<file path="src/rtl/pm_pkg.sv">
// Shared types, constants and a helper function of the polynomial multiplier.
package pm_pkg;

    // Fixed field widths of the transaction payloads.
    localparam int COEF_W  = 32;
    localparam int POWER_W = 6;
    localparam int CNT_W   = 6;
    localparam int ADDR_W  = 5;
    localparam int FRAC_BITS = 16;

    // Depth of the command queue between the front and back parts.
    localparam int CMD_DEPTH = 4;
    localparam int CMD_PTR_W = 2;
    localparam int CMD_CNT_W = 3;

    localparam logic signed [63:0] ACC_MAX = {1'b0, {63{1'b1}}};
    localparam logic signed [63:0] ACC_MIN = {1'b1, {63{1'b0}}};

    // One input transaction.
    typedef struct packed {
        logic signed [COEF_W-1:0] coef_value;
        logic                     operand_sel;
        logic                     operand_last;
    } t_in_item;

    // One result transaction.
    typedef struct packed {
        logic signed [COEF_W-1:0] prod_value;
        logic [POWER_W-1:0]       power_index;
        logic                     prod_last;
    } t_out_item;

    // Kind of work the back part carries out for one command.
    typedef enum logic [1:0] {
        CMD_LOAD_A,
        CMD_LOAD_B,
        CMD_RUN
    } t_cmd_op;

    // Classified command passed from the front to the back part.
    typedef struct packed {
        t_cmd_op             op;
        logic                wr;
        logic [ADDR_W-1:0]   addr;
        logic [COEF_W-1:0]   coef;
        logic [CNT_W-1:0]    na;
        logic [CNT_W-1:0]    nb;
        logic                a_zero;
        logic                b_zero;
    } t_cmd;

    // Command queue write side.
    typedef struct packed {
        logic push;
        t_cmd cmd;
    } t_cmd_wr;

    // Command queue read side status.
    typedef struct packed {
        logic valid;
        t_cmd cmd;
    } t_cmd_rd;

    // Back part sequencer states.
    typedef enum logic [2:0] {
        BK_IDLE,
        BK_SETUP,
        BK_ISSUE,
        BK_DRAIN,
        BK_ROUND,
        BK_CLAMP,
        BK_EMIT
    } t_back_state;

    // Signed 64-bit add that sticks at the limits on overflow.
    function automatic logic signed [63:0] sat_add64(input logic signed [63:0] a,
                                                     input logic signed [63:0] b);
        logic signed [63:0] s;
        s = a + b;
        if ((a[63] == b[63]) && (s[63] != a[63])) begin
            s = a[63] ? ACC_MIN : ACC_MAX;
        end
        return s;
    endfunction

endpackage

</file>
<file path="src/rtl/pm_front.sv">
// Front part: accepts coefficient transactions, tracks operand counts and classifies them.
module pm_front #(
    parameter int MAX_TERMS = 32
) (
    input  logic             i_clk,
    input  logic             i_rst_n,
    input  logic             push,
    output logic             full,
    input  pm_pkg::t_in_item i_in_item,
    input  logic             i_q_full,
    output pm_pkg::t_cmd_wr  o_q_wr
);
    import pm_pkg::*;

    localparam logic [CNT_W-1:0] MAX_CNT = CNT_W'(MAX_TERMS);

    logic [CNT_W-1:0] r_cnt_a, n_cnt_a;
    logic [CNT_W-1:0] r_cnt_b, n_cnt_b;
    logic             r_a_closed, n_a_closed;
    logic             accept;
    logic [CNT_W-1:0] slot_a;
    logic [CNT_W-1:0] cnt_b_upd;
    t_cmd             cmd;

    assign full   = i_q_full;
    assign accept = push && !i_q_full;

    // An A transaction after A was closed starts a fresh operand A.
    assign slot_a    = r_a_closed ? '0 : r_cnt_a;
    assign cnt_b_upd = (r_cnt_b < MAX_CNT) ? r_cnt_b + 1'b1 : r_cnt_b;

    // Classify the transaction and compute the next operand counts.
    always_comb begin
        n_cnt_a    = r_cnt_a;
        n_cnt_b    = r_cnt_b;
        n_a_closed = r_a_closed;
        cmd        = '0;
        cmd.coef   = i_in_item.coef_value;
        cmd.na     = (r_cnt_a == '0) ? CNT_W'(1) : r_cnt_a;
        cmd.nb     = (cnt_b_upd == '0) ? CNT_W'(1) : cnt_b_upd;
        cmd.a_zero = (r_cnt_a == '0);
        cmd.b_zero = (cnt_b_upd == '0);
        if (!i_in_item.operand_sel) begin
            cmd.op   = CMD_LOAD_A;
            cmd.wr   = (slot_a < MAX_CNT);
            cmd.addr = ADDR_W'(slot_a);
            if (accept) begin
                n_cnt_a    = (slot_a < MAX_CNT) ? slot_a + 1'b1 : slot_a;
                n_a_closed = i_in_item.operand_last;
            end
        end else begin
            cmd.op   = i_in_item.operand_last ? CMD_RUN : CMD_LOAD_B;
            cmd.wr   = (r_cnt_b < MAX_CNT);
            cmd.addr = ADDR_W'(r_cnt_b);
            if (accept) begin
                if (i_in_item.operand_last) begin
                    n_cnt_a    = '0;
                    n_cnt_b    = '0;
                    n_a_closed = 1'b0;
                end else begin
                    n_cnt_b = cnt_b_upd;
                end
            end
        end
    end

    // Operand bookkeeping registers.
    always_ff @(posedge i_clk) begin
        if (!i_rst_n) begin
            r_cnt_a    <= '0;
            r_cnt_b    <= '0;
            r_a_closed <= 1'b0;
        end else begin
            r_cnt_a    <= n_cnt_a;
            r_cnt_b    <= n_cnt_b;
            r_a_closed <= n_a_closed;
        end
    end

    assign o_q_wr.push = accept;
    assign o_q_wr.cmd  = cmd;

endmodule

</file>
<file path="config.mk">
export PLATFORM = sky130hd
export DESIGN_NAME = pm_front
export DESIGN_NICKNAME = d
export VERILOG_FILES = /design/src/rtl/pm_pkg.sv /design/src/rtl/pm_front.sv
export SDC_FILE = /design/constraint.sdc
export NUM_CORES = 1
export LEC_CHECK = 0
export ABC_AREA = 0
export BUFFER_PORTS_ARGS = -buffer_cell sky130_fd_sc_hd__buf_2
export CAP_MARGIN = 0
export CELL_PAD_IN_SITES_DETAIL_PLACEMENT = 1
export CELL_PAD_IN_SITES_GLOBAL_PLACEMENT = 2
export CORE_MARGIN = 5
export CORE_UTILIZATION = 20
export DETAILED_ROUTE_END_ITERATION = 12
export GPL_ROUTABILITY_DRIVEN = 0
export MAX_ROUTING_LAYER = met4
export PLACE_DENSITY_LB_ADDON = 0.15
export SYNTH_ARGS = -nofsm -noshare
export SYNTH_HDL_FRONTEND = slang
export SYNTH_SLANG_ARGS = --single-unit
export TNS_END_PERCENT = 50
</file>
<file path="constraint.sdc">
create_clock -name i_clk -period 1.9 [get_ports i_clk]
set_clock_uncertainty 0.05 [all_clocks]
set_input_delay 0.38 -clock i_clk [delete_from_list [all_inputs] [get_ports i_clk]]
set_output_delay 0.38 -clock i_clk [all_outputs]
set_load 0.01 [all_outputs]
</file>
* After elaboration in Yosys (flattened, before gate mapping)
Cells that the tools add are included.
Word-level totals: flip-flop bits (word level) 13, input bits 38, output and inout port bits 56, logic and storage cells 30
Operators by class: add/sub/neg operators 2, $lt $le $gt $ge 2, equality and inequality tests 1, multiplexer cells 16, reduce and logical (&&, ||, !) cells 6
Operators by type and width (number):
- two-way mux 6 bit | 10
- adder 6 x 1 -> 6 bit (second input constant) | 2
- zero test 6 bit | 2
- < comparator 6 bit (second input constant) | 2
- two-way mux 8 bit | 1
- two-way mux 1 bit | 4
- AND reduction 2 bit | 2
- two-way mux 2 bit | 1
- != test 2 bit (second input constant) | 1
- logical AND 1 bit | 1
- zero test 1 bit | 1

* Longest topological paths before layout
depth in word-level cells 5, mapped depth 7, gate-level depth less buffers 6

* Least setup slack after synthesis
No wires, ideal clock.
kind register -> output, from reg r_cnt_b[0], to out o_q_wr[2] (netlist name), arrival time 1315 ps, required time 1470 ps, path slack 155 ps, cell stages (with the launch flop) 6, buffers on the path 0, cell sequence dfxtp_1 > ha_1 > nand4b_1 > xor2_1 > and3_1 > nand2b_1
RTL lines:
- start, declared | line pm_front.sv:18 | logic [CNT_W-1:0] r_cnt_b, n_cnt_b;
- start signal, assigned | line pm_front.sv:75 | r_cnt_b <= n_cnt_b;
- end, declared | line pm_front.sv:11 | output pm_pkg::t_cmd_wr o_q_wr

==> results.py <==
metrics = {
    "synth": {
        "yosys.area.top_type": "buf_4",
        "synthTopCellsByArea": "buf_4, dfxtp_1, nand2b_1",
        "synth_top_area_share": 0.2121,
        "ys_top_cells_by_count": "buf_4, dfxtp_1, nand2_1",
        "synth_edf_count": 0,
        "syn_area_um2": 1239,
        "yosysMostFrequentCell": "buf_4",
        "syn_area_per_cell_um2": 7.940,
        "synth-async-reset-ratio": 0,
        "synth.yosys.warnings": 0,
        "yosys.cell_types.count": 39,
        "syn-num-nets": 196,
        "synth_cells": 156,
        "ys_ff_latch": 13,
        "ys_seq_area_frac": 0.2101,
        "yosys_most_used_dff": "dfxtp_1",
    },
    "floorplan": {
        "design.die.area_um2": 7868,
        "core_um2": 5956,
        "fp-row-count": 28,
        "ioPinCount": 94,
        "fp.dieW_um": 88.70,
        "start_util": 0.2080,
        "die_h_um": 88.70,
    },
    "placement": {
        "dpl-instance-area_um2": 1204,
        "io_buffer_count": 29,
        "dp_hpwl_um": 2792,
    },
    "worst_hold_path": {
        "min-delay-start": "i_rst_n",
        "hold_class": "input pin to flip-flop",
        "min_path_cells": 2,
        "hold_end": "r_cnt_b[0]",
    },
    "global_routing": {
        "gr-usage-met1": 0.1342,
        "grt_antenna_before_repair": 0,
        "grt_max_degree": 16,
        "grt_usage": 0.1058,
        "first_global_vias": 1179,
        "grt_pass1_wl_um": 6244,
        "use_met2": 0.1565,
        "grt.met3_usage": 0.02048,
        "grt-ovfl-total": 0,
        "grt.busiest_layer": "met2",
    },
    "route": {
        "routed_via_density": 4.447,
        "drt_iter0_drc": 37,
        "drt_wl_total_um": 3718,
        "via_count": 1005,
        "ant_nets": 0,
        "drc_errors": 0,
        "avgRoutedWirePerCell_um": 16.45,
        "dr.pass1.iters": 4,
    },
    "pwr": {
        "clkPwrFrac": 0.425,
        "irDropWorstVdd_mv": 0.1535,
        "leakagePower_uw": 0.0005558,
        "seq_power_share": 0.451,
        "power_density_nw_per_um2": 480.8,
        "power.share.switching": 0.2639,
        "cellInternalPower_uw": 456.5,
        "p_switching_uw": 163.7,
        "combPwrFrac": 0.125,
    },
    "critical_path": {
        "r2r_end": "r_cnt_a[2]",
        "r2r_cells": 6,
        "rr_startpoint": "r_a_closed",
        "critPathMaxStageDelay_ns": 0.36,
        "cp.arrival_ns": 1.52,
        "path_delay_family": "simple AND/OR/NAND/NOR gates",
        "crit_required_ns": 1.47,
        "path_buf_inv": 1,
        "startpoint_type": "flip-flop",
        "path_cells": "ha_4 > nand4b_1 > xor2_1 > and3_1 > nand2b_1 > buf_2",
        "critPathSlowestCell": "dfxtp_2",
        "criticalPathCategory": "flip-flop to output port",
        "crit_fanout": 3,
        "endpoint_kind": "output port",
        "r2r_slack_ns": 0.42,
    },
    "sta": {
        "fin_ws_ns": -0.05184,
        "hold_viol": 0,
        "timing.final.max_slew_violations": 0,
        "rsz0062_at_grt": "yes",
        "relSlewSlack": 0.7238,
        "hold_ws_ns": 0.4697,
        "fin_crit_sh": 1.027,
        "setup_viol": 1,
        "layout_min_cycle_time_ns": 1.952,
        "worst_pin_slew_ns": 0.4138,
        "max_freq_mhz": 512.3,
    },
    "clock_network": {
        "clk_latency_ns": 0.24,
        "h-tree-depth": 1,
        "clkTransAtPathRegs_ns": 0.06,
        "clock-sinks": 13,
        "cts_buffer_depth": 2,
        "cts_tree": "built",
        "cts_buffers": 3,
        "root_buffer": "clkbuf_8",
    },
    "status": {
        "violations": "setup timing",
        "status": "complete, but fails checks",
    },
    "cells_and_area": {
        "antenna_cells": 0,
        "final_nets": 192,
        "drive_gt1_frac": 0.3775,
        "areaGrowthSynthToFinish_pct": 4.142,
        "finalInstanceArea_um2": 1290,
    },
    "flow_run": {
        "maxCapViolations": 0,
    },
}
cell families (layout without fill, tap and decap cells):
logic type,count (synthesis),after routing,share of synthesized area
simple gates,59,59,0.3030
buf+inv,46,41,0.2545
compound gates,26,26,0.1343
flops,13,13,0.2101
xor+xnor,6,6,0.04242
mux,4,4,0.03535
fa+ha+maj,2,2,0.02020
routing by layer:
layer / vias to the layer above / wire length [µm]
li1: 473 / -
met1: 486 / 1760
met3: 18 / 243
met4: 0 / 108
met2: 28 / 1606
met5: - / 0
sequential cells by signal, summed over array words and instances, names as in the netlist:
register    count
r_cnt_b         6
r_a_closed      1
r_cnt_a         6
layout make-up:
class	count	area [µm²]
fill	733	4666
sequential	13	266.5
inverter	1	3.754
timing repair buffer	36	203.9
clock buffer	4	45.04
tap	75	93.84
multi-input combinational	97	676.9
timing repair:
item,4_1_cts,5_1_grt
setup endpoints to repair,2,5
pin swaps,2,0
buffers inserted,2,1
resized for setup,5,5
hold buffers,0,0
power groups by stage:
stage	Sequential [µW]	Clock, µW	Combinational [µW]
finish	279	263	77.4
global route	280	287	86.2
CTS	279	273	79.1
detailed placement	285	0	78.6
global placement	285	0	77.5
floorplan	283	0	117
how the worst max path moves through the flow:
stage / slack (ns) / end / cells after the start / start
2_1_floorplan: 0.16 / o_q_wr[2] / 5 / r_cnt_b[0]
3_3_place_gp: 0.19 / o_q_wr[2] / 6 / r_cnt_b[0]
3_5_place_dp: 0.14 / o_q_wr[2] / 6 / r_cnt_b[0]
4_1_cts: -0.05 / o_q_wr[2] / 6 / r_cnt_b[1]
5_1_grt: -0.16 / o_q_wr[2] / 6 / r_cnt_b[1]
6_report: -0.05 / o_q_wr[2] / 6 / r_cnt_b[1]
stage by stage:
| step | total power, µW | util | cells | TNS (ns) | setup WS, ns |
|---|---|---|---|---|---|
| CTS | 631.6 | 0.2149 | 226 | -0.05121 | -0.05121 |
| detailed placement | 363.8 | 0.2021 | 220 | 0 | 0.1431 |
| global route | 652.8 | 0.2166 | 226 | -0.2320 | -0.1565 |
| floorplan | 400.9 | - | 156 | 0 | 0.1551 |
| finish | 620.2 | 0.2166 | 226 | -0.05184 | -0.05184 |
| global placement | 362.6 | 0.2021 | 220 | 0 | 0.1903 |
cells in the final DEF, fill, tap and decap left out, drive strengths merged, types with 3 or more instances in the layout:
cell type   n
dfxtp      13
a21boi      7
nor3        3
o21ai      10
nor2b       7
and2b       3
a22oi       4
mux2        3
nand3b      3
nand2b     10
and2        3
nor2        6
clkbuf      4
xor2        4
nand2      10
nand3       3
buf        36
(Power assumes the default switching activity.)
