[src/rtl/pm_pkg.sv]
// Shared types, constants and a helper function of the polynomial multiplier.
package pm_pkg;

    // Fixed field widths of the transaction payloads.
    localparam int COEF_W  = 32;
    localparam int POWER_W = 6;
    localparam int CNT_W   = 6;
    localparam int ADDR_W  = 5;
    localparam int FRAC_BITS = 16;

    // Depth of the command queue between the front and back parts.
    localparam int CMD_DEPTH = 4;
    localparam int CMD_PTR_W = 2;
    localparam int CMD_CNT_W = 3;

    localparam logic signed [63:0] ACC_MAX = {1'b0, {63{1'b1}}};
    localparam logic signed [63:0] ACC_MIN = {1'b1, {63{1'b0}}};

    // One input transaction.
    typedef struct packed {
        logic signed [COEF_W-1:0] coef_value;
        logic                     operand_sel;
        logic                     operand_last;
    } t_in_item;

    // One result transaction.
    typedef struct packed {
        logic signed [COEF_W-1:0] prod_value;
        logic [POWER_W-1:0]       power_index;
        logic                     prod_last;
    } t_out_item;

    // Kind of work the back part carries out for one command.
    typedef enum logic [1:0] {
        CMD_LOAD_A,
        CMD_LOAD_B,
        CMD_RUN
    } t_cmd_op;

    // Classified command passed from the front to the back part.
    typedef struct packed {
        t_cmd_op             op;
        logic                wr;
        logic [ADDR_W-1:0]   addr;
        logic [COEF_W-1:0]   coef;
        logic [CNT_W-1:0]    na;
        logic [CNT_W-1:0]    nb;
        logic                a_zero;
        logic                b_zero;
    } t_cmd;

    // Command queue write side.
    typedef struct packed {
        logic push;
        t_cmd cmd;
    } t_cmd_wr;

    // Command queue read side status.
    typedef struct packed {
        logic valid;
        t_cmd cmd;
    } t_cmd_rd;

    // Back part sequencer states.
    typedef enum logic [2:0] {
        BK_IDLE,
        BK_SETUP,
        BK_ISSUE,
        BK_DRAIN,
        BK_ROUND,
        BK_CLAMP,
        BK_EMIT
    } t_back_state;

    // Signed 64-bit add that sticks at the limits on overflow.
    function automatic logic signed [63:0] sat_add64(input logic signed [63:0] a,
                                                     input logic signed [63:0] b);
        logic signed [63:0] s;
        s = a + b;
        if ((a[63] == b[63]) && (s[63] != a[63])) begin
            s = a[63] ? ACC_MIN : ACC_MAX;
        end
        return s;
    endfunction

endpackage

[src/rtl/pm_cmd_fifo.sv]
// Short command queue between the front and back parts.
module pm_cmd_fifo (
    input  logic            i_clk,
    input  logic            i_rst_n,
    input  pm_pkg::t_cmd_wr i_wr,
    output logic            o_full,
    input  logic            i_pop,
    output pm_pkg::t_cmd_rd o_rd
);
    import pm_pkg::*;

    t_cmd                 r_mem [CMD_DEPTH];
    logic [CMD_PTR_W-1:0] r_wr_ptr;
    logic [CMD_PTR_W-1:0] r_rd_ptr;
    logic [CMD_CNT_W-1:0] r_cnt;
    logic                 do_wr;
    logic                 do_rd;

    assign o_full = (r_cnt == CMD_CNT_W'(CMD_DEPTH));
    assign do_wr  = i_wr.push && !o_full;
    assign do_rd  = i_pop && (r_cnt != '0);

    // Storage of queued commands.
    always_ff @(posedge i_clk) begin
        if (do_wr) begin
            r_mem[r_wr_ptr] <= i_wr.cmd;
        end
    end

    // Pointers and fill count.
    always_ff @(posedge i_clk) begin
        if (!i_rst_n) begin
            r_wr_ptr <= '0;
            r_rd_ptr <= '0;
            r_cnt    <= '0;
        end else begin
            if (do_wr) begin
                r_wr_ptr <= r_wr_ptr + 1'b1;
            end
            if (do_rd) begin
                r_rd_ptr <= r_rd_ptr + 1'b1;
            end
            unique case ({do_wr, do_rd})
                2'b10:   r_cnt <= r_cnt + 1'b1;
                2'b01:   r_cnt <= r_cnt - 1'b1;
                default: r_cnt <= r_cnt;
            endcase
        end
    end

    assign o_rd.valid = (r_cnt != '0);
    assign o_rd.cmd   = r_mem[r_rd_ptr];

endmodule

[config.mk]
export PLATFORM = sky130hd
export DESIGN_NAME = pm_cmd_fifo
export DESIGN_NICKNAME = d
export VERILOG_FILES = /design/src/rtl/pm_pkg.sv /design/src/rtl/pm_cmd_fifo.sv
export SDC_FILE = /design/constraint.sdc
export NUM_CORES = 1
export LEC_CHECK = 0
export BUFFER_PORTS_ARGS = -buffer_cell sky130_fd_sc_hd__clkbuf_2
export CAP_MARGIN = 20
export CORE_AREA = 10 10 126 157
export DETAILED_ROUTE_END_ITERATION = 8
export DIE_AREA = 0 0 136 167
export PLACE_DENSITY = 0.8
export SYNTH_ARGS = -nofsm -noshare
export SYNTH_HDL_FRONTEND = slang
export SYNTH_SLANG_ARGS = --single-unit
[constraint.sdc]
create_clock -name i_clk -period 2.8 [get_ports i_clk]
set_clock_uncertainty 0.2 [all_clocks]
set_input_delay 0.56 -clock i_clk [delete_from_list [all_inputs] [get_ports i_clk]]
set_output_delay 0.56 -clock i_clk [all_outputs]
set_load 0.03 [all_outputs]
# After elaboration in Yosys (flattened, before gate mapping)

Memory sizes are Yosys's and may differ from the RTL's. A register that Yosys moved wholly into a read port is not among the register bits.
Index checks and enable logic that the tools add are counted.

Flip-flop bits (word level): 7
RAM bits: 216
Input port bits: 58
Output and inout bits: 56
Word-level logic and storage cells: 21
Memories: 1

$add $sub $neg: 4
Equality and inequality tests: 3
Mux-type cells: 5
Reduce and logical (&&, ||, !) cells: 5

Memory list:

| memory | depth | bits a word | read ports | clocked after Yosys merged registers in | write ports | RTL line          | text |
|---|---|---|---|---|---|---|---|
| r_mem  | 4     | 54          | 1          | 1                                       | 1           | pm_cmd_fifo.sv:12 | `t_cmd r_mem [CMD_DEPTH];` |

Operators by type and width:

| operator              | count |
|---|---|
| $pmux W3 S2           | 1 |
| $add A2 B1 Y2 const B | 2 |
| $mux W2               | 2 |
| $add A3 B1 Y3 const B | 1 |
| $eq A3 B3 Y1 const B  | 1 |
| $reduce_bool A3 Y1    | 1 |
| $sub A3 B1 Y3 const B | 1 |
| $eq A2 B1 Y1 const B  | 1 |
| $eq A2 B2 Y1 const B  | 1 |
| $logic_and A1 B1 Y1   | 2 |
| $mux W1               | 2 |
| $reduce_bool A2 Y1    | 1 |
| $logic_not A1 Y1      | 1 |

# Longest topological paths before layout

Gate-level depths: netlist (run 1).

Word-level depth: 5
Gate-level depth with buffers: 10
Gate-level depth less buffers: 9

# Worst setup path before layout (run 1)

No wires, ideal clock.

Path kind: in2reg
Start: input i_wr[54] in the netlist's numbering
End: memory r_mem[0][0] in the netlist's numbering, enable pin
Setup time: 0.417 ns
Arrival: 2.127 ns
Required time: 2.183 ns
Slack: 0.055 ns
Stages on the path: 3
Cells stage by stage: nor2b_1 -> buf_2 -> and2_1

Longest elaborated chain between the ends: 3

Ends and longest elaborated chain:

| element                       | RTL line          | text |
|---|---|---|
| from (decl)                   | pm_cmd_fifo.sv:5  | `input pm_pkg::t_cmd_wr i_wr,` |
| $logic_and A1 B1 Y1           | pm_cmd_fifo.sv:20 | `assign do_wr = i_wr.push && !o_full;` |
| $mux W1                       | pm_cmd_fifo.sv:25 | `if (do_wr) begin` |
| $mux W1 (not written as such) | pm_cmd_fifo.sv:26 | `r_mem[r_wr_ptr] <= i_wr.cmd;` |
| to (decl)                     | pm_cmd_fifo.sv:12 |  |

Every way passes these cells.

==> results.yml, run 1 <==
power_and_ir_drop:
  switching_share: 0.298
  power_density_nw_per_um2: 976
  power_frac_comb: 0.278
  cellLeakagePower_uw: 0.00339
  irDropWorstVdd_mv: 0.539
  seqPwrFrac: 0.432
  intPower_uw: 6810
  switching_power_uw: 2900
  p_clk_frac: 0.290
global_route:
  track_usage: 0.133
  grt_max_degree: 55
  grt_pass1_wl_um: 23600
  grt_pass1_vias: 4232
  grt_antenna_before_repair: 1
  overflow: 0
yosys:
  synth_top_area_frac: 0.777
  ys_top_cells_by_count: "edfxtp_1, mux4_2, dfxtp_1"
  synth.distinct_cells: 24
  synth_ff_type: "edfxtp_1"
  seq_area_frac_synth: 0.798
  yosysMostFrequentCell: "edfxtp_1"
  syn_inst: 334
  ys_ff_latch: 225
  yosys.area.top_type: "edfxtp_1"
  syn-num-nets: 398
  syn_avg_cell_area_um2: 25.0
  synthArstFlopShare: 0
  synth_area_um2: 8350
  yosysWarnings: 0
  synth_edf_count: 216
  synth_area_leaders: "edfxtp_1, mux4_2, dfxtp_1"
die:
  pin_count: 114
  dieHeight_um: 167
  die_area_um2: 22700
  start_util: 0.502
  core_area_um2: 16600
  rows: 53
  die_w_um: 136
worst_setup_path:
  crit_path_start_kind: "register"
  path_buf_inv: 2
  r2r_start: "r_cnt[2]"
  slowest_stage: "mux4_1"
  crit_type: "reg2out"
  endpoint_kind: "output port"
  crit_path_max_incr_delay_ns: 0.59
  cp_cell_sequence: "buf_4, mux4_1, clkbuf_2"
  cp_top_family: "multiplexers"
  required_ns: 2.04
  crit_fanout: 11
  worstPathArrival_ns: 1.94
cts:
  numCtsBuffers: 22
  cts_tree: "yes"
  cts_resized: 0
  clkLatencyLatePin_ns: 0.48
  cts_root_buffer: "clkbuf_16"
  cts.sinks: 225
  htreeDepth: 1
  cts.clk_slew.worst_paths_ns: 0.06
  ctsLongestPathBuffers: 3
timing:
  finalSetupViolations: 0
  rsz0062_at_grt: "false"
  max_clock_freq_mhz: 371
  fin_crit_sh: 0.963
  post-route-min-period_ns: 2.70
  timing.setup.tns_ns: 0
  final_max_slew_viol_count: 0
  relSlewSlack: 0.710
  worstMarginPinSlew_ns: 0.434
  finalHoldViolCount: 0
placed_design:
  placed_cell_area_um2: 9210
  place_congestion: 0.743
  place_hpwl_um: 9200
  place.port_buffers: 113
cells_and_area:
  nets: 535
  fillers: 1188
  layout-drive-gt1-share: 0.442
  area_growth_syn_to_layout_pct: 19.2
  final_cell_area_um2: 9950
run:
  maxCapViolCount: 0
run_status:
  status: "finished, final reports clean"
drt:
  met3_length_um: 1080
  routed_wl_um: 15200
  vias_per_cell: 5.32
  wl_met2_um: 8000
  m1WireLength_um: 5970
  first_iter_violations: 261
  first_pass_iters: 4
  antenna_left: 0
  dr.max_layer_used: "met4"
  vias: 3764
  routedWlPerCell_um: 21.5
  route.detailed.drc: 0
min_path:
  hold_start: "i_wr[5]"
  hold_class: "in2reg"
==> per-stage QoR <==
stage	setup WS, ns	power (uW)	utilization	std cells	hold WS [ns]
after floorplan	0.0553	6290	-	334	0.268
after global placement	0.410	6910	0.553	662	0.277
after detailed placement	0.293	6970	0.553	662	0.311
after CTS	0.0661	9860	0.598	706	0.0711
after global routing	0.0252	10100	0.598	706	0.0766
final	0.104	9710	0.598	707	0.0920
==> cells in the final DEF, fill, tap and decap left out, drive strengths merged, types with 3 or more instances in the layout <==
cell type | synthesis | layout
edfxtp | 216 | 216
and2 | 7 | 7
mux4 | 54 | 54
clkinv | 0 | 4
inv | 6 | 7
xnor2 | 3 | 3
clkbuf | 2 | 144
dfxtp | 9 | 9
nand2 | 5 | 5
buf | 12 | 14
ha | 5 | 5
nor2b | 3 | 3
==> cells by family (layout without fill, tap and decap cells) <==
group | Yosys count | count (layout) | synth area share
mux | 56 | 56 | 0.150
fa+ha+maj | 6 | 6 | 0.00989
buf+inv | 20 | 172 | 0.0207
other cells | 0 | 1 | 0
flops | 225 | 225 | 0.798
compound gates | 5 | 5 | 0.00420
xor+xnor | 4 | 4 | 0.00420
simple gates | 18 | 18 | 0.0127
==> repair_timing <==
| item | CTS | global route |
|---|---|---|
| setup endpoints to repair | 39 | 0 |
| setup buffers | 5 | 0 |
| hold buffers | 0 | 0 |
==> layer usage <==
metal	up-vias	GRT usage
met2	107	0.228
met4	0	0.0316
li1	1687	-
met5	-	0
met3	12	0.0406
met1	1958	0.159
==> registers in the layout, indices dropped and copies added (netlist names), named ones only <==
name	count
r_cnt	3
r_mem	216
r_rd_ptr	2
r_wr_ptr	2
==> power groups by stage <==
stage | registers, uW | clock network (uW) | logic [uW]
CTS | 4200 | 2890 | 2760
finish | 4200 | 2820 | 2700
global route | 4230 | 3020 | 2880
global placement | 4290 | 0 | 2620
floorplan | 4210 | 0 | 2080
detailed placement | 4320 | 0 | 2660
==> final cells by class <==
| type | count | area (um2) | share of cell area |
|---|---|---|---|
| Inverter | 6 | 22.5 | 0.00226 |
| Sequential cell | 225 | 6670 | 0.670 |
| Clock buffer | 31 | 636 | 0.0639 |
| Multi-Input combinational cell | 89 | 1520 | 0.152 |
| Antenna cell | 1 | 2.50 | 0.000251 |
| Clock inverter | 8 | 72.6 | 0.00729 |
| Timing Repair Buffer | 127 | 758 | 0.0762 |
| Tap cell | 220 | 275 | 0.0277 |
==> final timing paths <==
kind              slack, ns  cells after the start           to
setup / recovery       0.10                      3     o_rd[36]
hold / removal         0.09                      1  r_mem[3][5]
hold reg to reg        0.31                      2  r_wr_ptr[1]
setup reg to reg       0.38                      9     r_cnt[2]
No activity file was read; power rests on OpenSTA's default activity.
==> run 2, diff against run 1 <==
CORE_AREA = 10 10 127 158   (was 10 10 126 157)
DIE_AREA = 0 0 137 168   (was 0 0 136 167)
HOLD_SLACK_MARGIN = 0.06   (was default)
PLACE_DENSITY = 0.79   (was 0.8)
==> results.yml, run 2 (synthesized netlist as in run 1, its figures left out) <==
run_status:
  status: "finished, final reports clean"
global_route:
  met3_usage: 0.0354
  gr-usage-met1: 0.159
  use_met2: 0.230
  grt_max_degree: 39
  grt_pass1_wl_um: 23700
  grt_antenna_before_repair: 2
  busiest_layer: "met2"
  grt_pass1_vias: 4148
  overflow: 0
  track_usage: 0.133
min_path:
  hold_class: "in2reg"
timing:
  setup_ws_ns: 0.0762
  finalHoldViolCount: 0
  timing.setup.tns_ns: 0
  post-route-min-period_ns: 2.72
  final_max_slew_viol_count: 0
  whs_ns: 0.0817
  finalSetupViolations: 0
  relSlewSlack: 0.676
  worstMarginPinSlew_ns: 0.486
  max_clock_freq_mhz: 367
  rsz0062_at_grt: "true"
  fin_crit_sh: 0.973
worst_setup_path:
  crit_path_start_kind: "register"
  endpoint_kind: "output port"
  required_ns: 2.04
  crit_type: "reg2out"
  crit_fanout: 18
  worstPathArrival_ns: 1.96
cts:
  ctsLongestPathBuffers: 3
  cts.sinks: 225
  clkLatencyLatePin_ns: 0.49
  cts_root_buffer: "clkbuf_16"
  cts.clk_slew.worst_paths_ns: 0.06
  post_cts_buffers: 0
  numCtsBuffers: 22
  htreeDepth: 1
  cts_tree: "yes"
die:
  pin_count: 114
  die_w_um: 137
  core_area_um2: 17200
  die_area_um2: 23000
  start_util: 0.487
  rows: 54
  dieHeight_um: 168
drt:
  vias_per_cell: 5.33
  route.detailed.drc: 0
  vias: 3779
  first_pass_iters: 4
  routed_wl_um: 15600
  first_iter_violations: 356
  antenna_left: 0
  routedWlPerCell_um: 22.0
cells_and_area:
  final_cells: 709
  final_util: 0.579
  reg_top3: "r_mem x216, r_cnt x3"
  layout_commonest_cell: "edfxtp_1"
  fillers: 1248
  layout-drive-gt1-share: 0.438
  final_cell_mix: "edfxtp_1, clkbuf_2, mux4_2"
  largest_register_ff_count: 216
  top_register: "r_mem"
  nets: 534
  area_growth_syn_to_layout_pct: 19.0
placed_design:
  place.port_buffers: 113
  place_congestion: 0.683
  dp_cells: 669
  place_hpwl_um: 9890
  pre_cts_ws_ns: 0.358
power_and_ir_drop:
  seqPwrFrac: 0.437
  switching_share: 0.303
  switching_power_uw: 2920
  p_clk_frac: 0.283
  irDropWorstVdd_mv: 0.606
  cellLeakagePower_uw: 0.00338
  power_frac_comb: 0.280
  power_density_nw_per_um2: 969
  intPower_uw: 6710
run:
  maxCapViolCount: 0
[run 2: cell type report]
class                   instances  area [um2]  area share
multi-input cells              89        1510       0.152
inverters                       6        22.5     0.00227
repair buffers                126         776      0.0781
clock buffers                  27         591      0.0594
well taps                     224         280      0.0282
diodes                          1        2.50    0.000252
flip-flops and latches        225        6670       0.671
clock inverters                11        83.8     0.00844
[run 2: critical path, stage by stage (launching register included)]
cell and delay (ns):
dfxtp_4 0.43, buf_16 0.20, mux4_1 0.61, clkbuf_2 0.21
[run 2: power by group through the flow]
stage	clock (uW)	sequential (uW)	combinational (uW)
after floorplan	0	4210	2080
after CTS	2790	4190	2700
after global routing	2920	4230	2890
after global placement	0	4220	2650
final	2720	4210	2700
after detailed placement	0	4260	2690
[run 2: final timing paths]
check	from	end	slack [ns]	depth (start not counted)
max	register	o_rd[44]	0.08	3
min	i_wr[7]	r_mem[0][7]	0.08	1
max reg2reg	r_cnt[2]	r_cnt[2]	0.38	9
min reg2reg	r_wr_ptr[1]	r_wr_ptr[1]	0.32	2
[run 2: what timing repair did]
action,in CTS,in global routing
gates cloned,0,1
setup endpoints to repair,10,22
hold buffers,0,0
gates resized for setup,0,6
[run 2: metal layers]
metal | up-vias | part of all wire
li1 | 1680 | -
met2 | 99 | 0.54
met4 | 2 | 0.018
met3 | 26 | 0.074
met1 | 1972 | 0.37
met5 | - | 0.00077
[run 2: stage by stage]
stage	instance area [um2]	power (uW)
2_1_floorplan	8350	6290
3_3_place_gp	9220	6870
3_5_place_dp	9220	6950
4_1_cts	9890	9680
5_1_grt	9940	10000
6_report	9940	9630
